<file path="config.mk">
export PLATFORM = sky130hd
export DESIGN_NAME = msec_of_year_to_calendar_time
export DESIGN_NICKNAME = d
export VERILOG_FILES = /design/src/rtl/core/mcal_pkg.sv /design/src/rtl/core/mcal_month_decode.sv /design/src/rtl/core/msec_of_year_to_calendar_time.sv
export SDC_FILE = /design/constraint.sdc
export NUM_CORES = 2
export LEC_CHECK = 0
export BUFFER_PORTS_ARGS = -buffer_cell sky130_fd_sc_hd__buf_4
export CORE_AREA = 5 5 366 368
export DETAILED_ROUTE_END_ITERATION = 16
export DIE_AREA = 0 0 371 373
export PLACE_DENSITY_LB_ADDON = 0.05
export SLEW_MARGIN = 25
export SYNTH_ARGS = -nofsm -noshare
export SYNTH_HDL_FRONTEND = slang
export SYNTH_SLANG_ARGS = --single-unit
</file>
<file path="constraint.sdc">
create_clock -name clk -period 12.05 [get_ports clk]
set_input_delay 2.41 -clock clk [delete_from_list [all_inputs] [get_ports clk]]
set_output_delay 2.41 -clock clk [all_outputs]
set_load 0.005 [all_outputs]
</file>
<file path="src/rtl/core/mcal_pkg.sv">
// ----------------------------------------------------------------------------
// mcal_pkg
// Shared constants and types for the calendar time pipeline: reciprocal
// multipliers for the constant divisions and the month end table.
// ----------------------------------------------------------------------------
package mcal_pkg;

    // divisors after the power-of-two part has been shifted out
    localparam logic [6:0]  DIV_MS   = 7'd125;   // 1000  = 8 * 125
    localparam logic [9:0]  DIV_DAY  = 10'd675;  // 86400 = 128 * 675
    localparam logic [7:0]  DIV_HOUR = 8'd225;   // 3600  = 16 * 225
    localparam logic [3:0]  DIV_MIN  = 4'd15;    // 60    = 4 * 15

    // floor(2^k / divisor); estimate is exact or one low
    localparam logic [31:0] MUL_MS   = 32'd2199023255;  // k = 38
    localparam logic [22:0] MUL_DAY  = 23'd6362914;     // k = 32
    localparam logic [16:0] MUL_HOUR = 17'd74565;       // k = 24
    localparam logic [12:0] MUL_MIN  = 13'd4369;        // k = 16

    localparam logic [9:0]  US_PER_MS = 10'd1000;

    localparam logic [3:0]  NUM_MONTHS     = 4'd12;
    localparam logic [3:0]  MONTH_PAST_DEC = 4'd13;

    // last day of year for each month, common year
    localparam logic [8:0] MONTH_END [12] = '{
        9'd31,  9'd59,  9'd90,  9'd120, 9'd151, 9'd181,
        9'd212, 9'd243, 9'd273, 9'd304, 9'd334, 9'd365
    };

    typedef struct packed {
        logic [3:0] month;
        logic [4:0] day_of_month;
        logic       in_year;
    } month_info_t;

    // month end with the leap day added from february on
    function automatic logic [8:0] month_end(input logic [3:0] idx, input logic leap);
        logic [8:0] e;
        e = '0;
        if (idx < NUM_MONTHS)
        begin
            e = MONTH_END[idx];
            if (leap && (idx != 4'd0))
            begin
                e = e + 9'd1;
            end
        end
        return e;
    endfunction

endpackage

</file>
<file path="src/rtl/core/mcal_month_decode.sv">
// ----------------------------------------------------------------------------
// mcal_month_decode
// Maps a day of year to month and day of month by comparing it against
// all month ends in parallel.
// ----------------------------------------------------------------------------
module mcal_month_decode (
    input  logic [8:0]           doy,
    input  logic                 leap,
    output mcal_pkg::month_info_t info
);
    import mcal_pkg::*;

    logic [3:0] past;
    logic [8:0] start;
    logic [8:0] diff;

    // count of month ends that lie before the day
    always_comb
    begin
        past = '0;
        for (int i = 0; i < 12; i++)
        begin
            past = past + {3'b000, (doy > month_end(4'(i), leap))};
        end
    end

    // day of month relative to the end of the previous month
    always_comb
    begin
        start = '0;
        if (past != 4'd0)
        begin
            start = month_end(past - 4'd1, leap);
        end
        diff = doy - start;
    end

    always_comb
    begin
        info.month        = past + 4'd1;
        info.in_year      = (past < NUM_MONTHS);
        info.day_of_month = info.in_year ? diff[4:0] : 5'd0;
    end

endmodule

</file>
<file path="src/rtl/core/msec_of_year_to_calendar_time.sv">
// ----------------------------------------------------------------------------
// msec_of_year_to_calendar_time
// Splits a millisecond count within a year into day of year, month, day of
// month and time of day, with a microsecond field below the second.
// ----------------------------------------------------------------------------
// The block takes one item per clock while in_stall is low and holds each
// result in an output register until it is taken. Four divisions by
// constants (1000, 86400, 3600, 60) are each done as a reciprocal multiply
// in one stage and a single compare-and-subtract correction in the next.
// Every stage holds its own valid bit, so a stall at the output fills empty
// stages first and input is taken as long as the first stage can move.
// February has 29 days whenever the year is divisible by 4; a day past
// December gives month 13 with valid_res low.
// ----------------------------------------------------------------------------
module msec_of_year_to_calendar_time (
    input  logic        clk,
    input  logic        rst_n,
    input  logic        in_valid,
    output logic        in_stall,
    input  logic [11:0] year_value,
    input  logic [34:0] msec_in_year,
    input  logic [9:0]  micro_offset,
    output logic        out_valid,
    input  logic        out_stall,
    output logic [8:0]  day_of_year,
    output logic [3:0]  month,
    output logic [4:0]  day_of_month,
    output logic [4:0]  hour,
    output logic [5:0]  minute,
    output logic [5:0]  second,
    output logic [19:0] microsecond,
    output logic        valid_res
);
    import mcal_pkg::*;

    localparam int STAGES = 8;

    logic [STAGES:1] v_reg;
    logic [STAGES+1:1] adv;

    // stage enables: a stage moves when empty or when the next one moves
    always_comb
    begin
        adv[STAGES+1] = !out_stall;
        for (int k = STAGES; k >= 1; k--)
        begin
            adv[k] = !v_reg[k] || adv[k+1];
        end
    end

    assign in_stall  = !adv[1];
    assign out_valid = v_reg[STAGES];

    always_ff @(posedge clk or negedge rst_n)
    begin
        if (!rst_n)
        begin
            v_reg <= '0;
        end
        else
        begin
            if (adv[1])
            begin
                v_reg[1] <= in_valid;
            end
            for (int k = 2; k <= STAGES; k++)
            begin
                if (adv[k])
                begin
                    v_reg[k] <= v_reg[k-1];
                end
            end
        end
    end

    // stage 1: reciprocal multiply for seconds
    logic [31:0] s1_x_reg;
    logic [2:0]  s1_lo_reg;
    logic        s1_leap_reg;
    logic [9:0]  s1_uoff_reg;
    logic [25:0] s1_qe_reg;
    logic [63:0] s1_prod_next;

    assign s1_prod_next = 64'(msec_in_year[34:3]) * 64'(MUL_MS);

    always_ff @(posedge clk)
    begin
        if (adv[1])
        begin
            s1_x_reg    <= msec_in_year[34:3];
            s1_lo_reg   <= msec_in_year[2:0];
            s1_leap_reg <= (year_value[1:0] == 2'b00);
            s1_uoff_reg <= micro_offset;
            s1_qe_reg   <= s1_prod_next[63:38];
        end
    end

    // stage 2: correct seconds, form millisecond remainder
    logic [25:0] s2_secs_reg;
    logic [9:0]  s2_ms_reg;
    logic        s2_leap_reg;
    logic [9:0]  s2_uoff_reg;
    logic [32:0] s2_rem_wide;
    logic [7:0]  s2_rem;
    logic [25:0] s2_secs_next;
    logic [6:0]  s2_r_next;

    always_comb
    begin
        s2_rem_wide = 33'(s1_x_reg) - (33'(s1_qe_reg) * 33'(DIV_MS));
        s2_rem      = s2_rem_wide[7:0];
        if (s2_rem >= 8'(DIV_MS))
        begin
            s2_secs_next = s1_qe_reg + 26'd1;
            s2_r_next    = 7'(s2_rem - 8'(DIV_MS));
        end
        else
        begin
            s2_secs_next = s1_qe_reg;
            s2_r_next    = s2_rem[6:0];
        end
    end

    always_ff @(posedge clk)
    begin
        if (adv[2])
        begin
            s2_secs_reg <= s2_secs_next;
            s2_ms_reg   <= {s2_r_next, s1_lo_reg};
            s2_leap_reg <= s1_leap_reg;
            s2_uoff_reg <= s1_uoff_reg;
        end
    end

    // stage 3: reciprocal multiply for days, microsecond field
    logic [25:0] s3_secs_reg;
    logic        s3_leap_reg;
    logic [19:0] s3_us_reg;
    logic [8:0]  s3_qe_reg;
    logic [41:0] s3_prod_next;

    assign s3_prod_next = 42'(s2_secs_reg[25:7]) * 42'(MUL_DAY);

    always_ff @(posedge clk)
    begin
        if (adv[3])
        begin
            s3_secs_reg <= s2_secs_reg;
            s3_leap_reg <= s2_leap_reg;
            s3_us_reg   <= 20'(s2_ms_reg) * 20'(US_PER_MS) + 20'(s2_uoff_reg);
            s3_qe_reg   <= s3_prod_next[40:32];
        end
    end

    // stage 4: correct day of year, seconds within the day
    logic [8:0]  s4_doy_reg;
    logic [16:0] s4_rem_reg;
    logic        s4_leap_reg;
    logic [19:0] s4_us_reg;
    logic [18:0] s4_rem_wide;
    logic [10:0] s4_rem;
    logic [8:0]  s4_doy_next;
    logic [9:0]  s4_r_next;

    always_comb
    begin
        s4_rem_wide = s3_secs_reg[25:7] - (19'(s3_qe_reg) * 19'(DIV_DAY));
        s4_rem      = s4_rem_wide[10:0];
        if (s4_rem >= 11'(DIV_DAY))
        begin
            s4_doy_next = s3_qe_reg + 9'd1;
            s4_r_next   = 10'(s4_rem - 11'(DIV_DAY));
        end
        else
        begin
            s4_doy_next = s3_qe_reg;
            s4_r_next   = s4_rem[9:0];
        end
    end

    always_ff @(posedge clk)
    begin
        if (adv[4])
        begin
            s4_doy_reg  <= s4_doy_next;
            s4_rem_reg  <= {s4_r_next, s3_secs_reg[6:0]};
            s4_leap_reg <= s3_leap_reg;
            s4_us_reg   <= s3_us_reg;
        end
    end

    // stage 5: reciprocal multiply for hours, month lookup
    logic [8:0]  s5_doy_reg;
    logic [16:0] s5_rem_reg;
    logic [4:0]  s5_qe_reg;
    logic [19:0] s5_us_reg;
    month_info_t s5_info_reg;
    month_info_t s5_info_next;
    logic [29:0] s5_prod_next;

    assign s5_prod_next = 30'(s4_rem_reg[16:4]) * 30'(MUL_HOUR);

    mcal_month_decode u_month (
        .doy  (s4_doy_reg),
        .leap (s4_leap_reg),
        .info (s5_info_next)
    );

    always_ff @(posedge clk)
    begin
        if (adv[5])
        begin
            s5_doy_reg  <= s4_doy_reg;
            s5_rem_reg  <= s4_rem_reg;
            s5_qe_reg   <= s5_prod_next[28:24];
            s5_us_reg   <= s4_us_reg;
            s5_info_reg <= s5_info_next;
        end
    end

    // stage 6: correct hour, seconds within the hour
    logic [8:0]  s6_doy_reg;
    logic [19:0] s6_us_reg;
    month_info_t s6_info_reg;
    logic [4:0]  s6_hour_reg;
    logic [11:0] s6_hrem_reg;
    logic [12:0] s6_rem_wide;
    logic [8:0]  s6_rem;
    logic [4:0]  s6_hour_next;
    logic [7:0]  s6_r_next;

    always_comb
    begin
        s6_rem_wide = s5_rem_reg[16:4] - (13'(s5_qe_reg) * 13'(DIV_HOUR));
        s6_rem      = s6_rem_wide[8:0];
        if (s6_rem >= 9'(DIV_HOUR))
        begin
            s6_hour_next = s5_qe_reg + 5'd1;
            s6_r_next    = 8'(s6_rem - 9'(DIV_HOUR));
        end
        else
        begin
            s6_hour_next = s5_qe_reg;
            s6_r_next    = s6_rem[7:0];
        end
    end

    always_ff @(posedge clk)
    begin
        if (adv[6])
        begin
            s6_doy_reg  <= s5_doy_reg;
            s6_us_reg   <= s5_us_reg;
            s6_info_reg <= s5_info_reg;
            s6_hour_reg <= s6_hour_next;
            s6_hrem_reg <= {s6_r_next, s5_rem_reg[3:0]};
        end
    end

    // stage 7: reciprocal multiply for minutes
    logic [8:0]  s7_doy_reg;
    logic [19:0] s7_us_reg;
    month_info_t s7_info_reg;
    logic [4:0]  s7_hour_reg;
    logic [11:0] s7_hrem_reg;
    logic [5:0]  s7_qe_reg;
    logic [22:0] s7_prod_next;

    assign s7_prod_next = 23'(s6_hrem_reg[11:2]) * 23'(MUL_MIN);

    always_ff @(posedge clk)
    begin
        if (adv[7])
        begin
            s7_doy_reg  <= s6_doy_reg;
            s7_us_reg   <= s6_us_reg;
            s7_info_reg <= s6_info_reg;
            s7_hour_reg <= s6_hour_reg;
            s7_hrem_reg <= s6_hrem_reg;
            s7_qe_reg   <= s7_prod_next[21:16];
        end
    end

    // stage 8: correct minute, second, output register
    logic [9:0]  s8_rem_wide;
    logic [4:0]  s8_rem;
    logic [5:0]  s8_min_next;
    logic [3:0]  s8_r_next;
    logic [8:0]  out_doy_reg;
    logic [19:0] out_us_reg;
    month_info_t out_info_reg;
    logic [4:0]  out_hour_reg;
    logic [5:0]  out_min_reg;
    logic [5:0]  out_sec_reg;

    always_comb
    begin
        s8_rem_wide = s7_hrem_reg[11:2] - (10'(s7_qe_reg) * 10'(DIV_MIN));
        s8_rem      = s8_rem_wide[4:0];
        if (s8_rem >= 5'(DIV_MIN))
        begin
            s8_min_next = s7_qe_reg + 6'd1;
            s8_r_next   = 4'(s8_rem - 5'(DIV_MIN));
        end
        else
        begin
            s8_min_next = s7_qe_reg;
            s8_r_next   = s8_rem[3:0];
        end
    end

    always_ff @(posedge clk)
    begin
        if (adv[8])
        begin
            out_doy_reg  <= s7_doy_reg;
            out_us_reg   <= s7_us_reg;
            out_info_reg <= s7_info_reg;
            out_hour_reg <= s7_hour_reg;
            out_min_reg  <= s8_min_next;
            out_sec_reg  <= {s8_r_next, s7_hrem_reg[1:0]};
        end
    end

    assign day_of_year  = out_doy_reg;
    assign month        = out_info_reg.month;
    assign day_of_month = out_info_reg.day_of_month;
    assign hour         = out_hour_reg;
    assign minute       = out_min_reg;
    assign second       = out_sec_reg;
    assign microsecond  = out_us_reg;
    assign valid_res    = out_info_reg.in_year;

`ifndef SYNTHESIS
    // an accepted item always lands in the first stage
    a_capture: assert property (@(posedge clk) disable iff (!rst_n)
        in_valid && !in_stall |=> v_reg[1])
        else $error("accepted item not captured");

    // quotient corrections keep the time of day in range
    a_time_range: assert property (@(posedge clk) disable iff (!rst_n)
        out_valid |-> (hour < 5'd24) && (minute < 6'd60) && (second < 6'd60))
        else $error("time of day out of range");

    // a day outside the year reports month 13 and day 0
    a_past_dec: assert property (@(posedge clk) disable iff (!rst_n)
        out_valid && !valid_res |-> (month == MONTH_PAST_DEC) && (day_of_month == 5'd0))
        else $error("inconsistent past december result");
`endif

endmodule

</file>
==> impl_metrics.env <==
export IMPL_worstHoldPathType="register to register"
export IMPL_slowest_delay_ns=0.84
export IMPL_syn_area_um2=45100
export IMPL_grtUsageTotal=0.157
export IMPL_fp_dieH_um=373
export IMPL_slew_headroom=0.332
export IMPL_max_clock_path_buffers=3
export IMPL_syn_avg_cell_area_um2=11.7
export IMPL_drt_iter0_markers=807
export IMPL_grt_first_pass_wirelength_mm=166
export IMPL_max_freq_mhz=103
export IMPL_worstMarginPinSlew_ns=1.00
export IMPL_criticalPathCategory="input port to register"
export IMPL_overflow=0
export IMPL_synthArstFlopShare=0.0189
export IMPL_yosys_warnings=0
export IMPL_setup_viol=0
export IMPL_critPathMostFrequentCell="fa_1"
export IMPL_arrival_ns=10.04
export IMPL_synth_nets=5373
export IMPL_yosys_cell_count_top_type="inv_1"
export IMPL_synth_cell_types=75
export IMPL_hold_violations=0
export IMPL_coreArea_um2=130000
export IMPL_synth_main_ff_cell="edfxtp_1"
export IMPL_finalCritPeriodShare=0.806
export IMPL_area_growth_syn_to_layout_pct=10.3
export IMPL_holdBufCountCts=0
export IMPL_seq_area_frac_synth=0.281
export IMPL_synth_cells=3862
export IMPL_rows=133
export IMPL_hold_ws_ns=0.395
export IMPL_worst_path_buf_inv=5
export IMPL_synth_edf_count=416
export IMPL_htreeDepth=2
export IMPL_maxSlewViolCount=0
export IMPL_grt_max_degree=58
export IMPL_first_pass_iters=4
export IMPL_rsz0062_at_grt="no"
export IMPL_routed_wl_mm=105
export IMPL_port_buffers=108
export IMPL_via_count=25900
export IMPL_status="complete, no violations"
export IMPL_post_cts_buffers=0
export IMPL_ys_top_cells_by_count="inv_1, ha_1, fa_1"
export IMPL_antenna_found_initial=0
export IMPL_avgViaCountPerCell=4.45
export IMPL_routedWlPerCell_um=18.0
export IMPL_multiInputGateArea_um2=28500
export IMPL_gp_congestion=0.815
export IMPL_period_needed_ns=9.71
export IMPL_synth_area_leaders="edfxtp_1, fa_1, ha_1"
export IMPL_cts_buffers=48
export IMPL_end_kind="register"
export IMPL_crit_family="adder cells"
export IMPL_drc_errors=0
export IMPL_synth_top_area_frac=0.277
export IMPL_drive_gt1_frac=0.0571
export IMPL_crit_slowest_cell="a221oi_1"
export IMPL_num_io_pins=119
export IMPL_grt_pass1_vias=28600
export IMPL_maxCapViolations=0
export IMPL_worst_path_max_fanout=11
export IMPL_dieArea_um2=138000
export IMPL_nets=5533
export IMPL_ys_ff_latch=424
export IMPL_startpoint_type="input port"
export IMPL_yosysTopAreaCell="edfxtp_1"
export IMPL_cp_cell_sequence="buf_4 -> ha_1 -> inv_1 -> fa_1 -> fa_1 -> inv_1 -> fa_1 -> fa_1 -> inv_1 -> fa_1 -> inv_1 -> fa_1 -> fa_1 -> ha_1 -> a21oi_1 -> o21ai_0 -> a311o_1 -> a221oi_1 -> a2111oi_2 -> nor2_1 -> o21a_1 -> nor4_1 -> a2111oi_2 -> xnor2_1"
export IMPL_antennaDiodeCount=0
export IMPL_cts_tree="built"
export IMPL_clock_latency_ns=0.60
export IMPL_cts_resized=0
export IMPL_start_util=0.346
export IMPL_finClkSkew_ns=0.0371
export IMPL_regArea_um2=12700
export IMPL_numClockSinks=424
export IMPL_ant_nets=0
export IMPL_clk_pin_slew_ns=0.06
export IMPL_tns_ns=0
export IMPL_cts_root_buf="clkbuf_16"
export IMPL_nFillCells=13000
export IMPL_dp_hpwl_mm=87.4
export IMPL_required_ns=12.38
export IMPL_dieWidth_um=371
==> placed cells by master, fill, tap and decap left out, drive strengths merged, types with 6 or more instances in the layout <==
master	instances
nand4	24
buf	122
a211oi	8
o21a	22
mux2	6
a31oi	14
or2	7
clkbuf	58
ha	883
nor4	7
a21o	55
xnor2	145
nand3b	6
nand2b	19
inv	1047
dfrtp	8
o31ai	6
and2	7
o21bai	18
nand2	82
o21ai	70
nand3	43
nor3	24
nor2	89
fa	567
edfxtp	416
xor2	70
nor2b	21
clkinv	24
and3	22
a21oi	98
==> metal layers <==
layer / share of wire / vias up / routed length [um] / track usage
met5: 0 / - / 0 / 0
met3: 0.021 / 129 / 2220 / 0.0129
li1: - / 12800 / - / -
met1: 0.43 / 12700 / 45600 / 0.200
met4: 0.037 / 0 / 3910 / 0.0500
met2: 0.51 / 276 / 53200 / 0.281
==> layout make-up <==
cell class,instances,share of cell area
clock buffer,58,0.0249
clock inverter,32,0.00654
inverter,1044,0.0787
multi-input combinational,2382,0.572
sequential,424,0.255
tap,1755,0.0441
timing repair buffer,122,0.0184
==> path summary, 6_finish.rpt <==
check                                      start             end  slack (ns)  depth (start not counted)
worst max-delay path            msec_in_year[18]   s1_qe_reg[24]        2.34                         24
worst min-delay path              s6_info_reg[3]  s7_info_reg[3]        0.40                          0
worst max register to register       s4_leap_reg  s5_info_reg[5]        4.20                         28
worst min register to register    s6_info_reg[3]  s7_info_reg[3]        0.40                          0
max in group asynchronous                  rst_n        v_reg[1]       10.30                          1
min in group asynchronous                  rst_n        v_reg[6]        1.62                          1
==> metrics by stage <==
step	cells	util	setup WS (ns)	area, um^2
after floorplan	3862	-	3.24	45100
after global placement	5727	0.370	1.61	48200
after detailed placement	5727	0.370	1.65	48200
after CTS	5817	0.382	2.27	49800
after global routing	5817	0.382	1.83	49800
final	5817	0.382	2.34	49800
==> kinds of logic after synthesis <==
group	Yosys count	share of synthesized area
adder cells (fa/ha/maj)	1452	0.497
buffers and inverters	1056	0.0880
flip-flops	424	0.281
AND/OR/NAND/NOR	367	0.0414
AO/OA/AOI/OAI	340	0.0486
XOR/XNOR	215	0.0421
multiplexers	8	0.00202
Power is left out: the tool's default activity adds up to more than one toggle a clock period on the data nets, which glitch-free logic cannot reach.
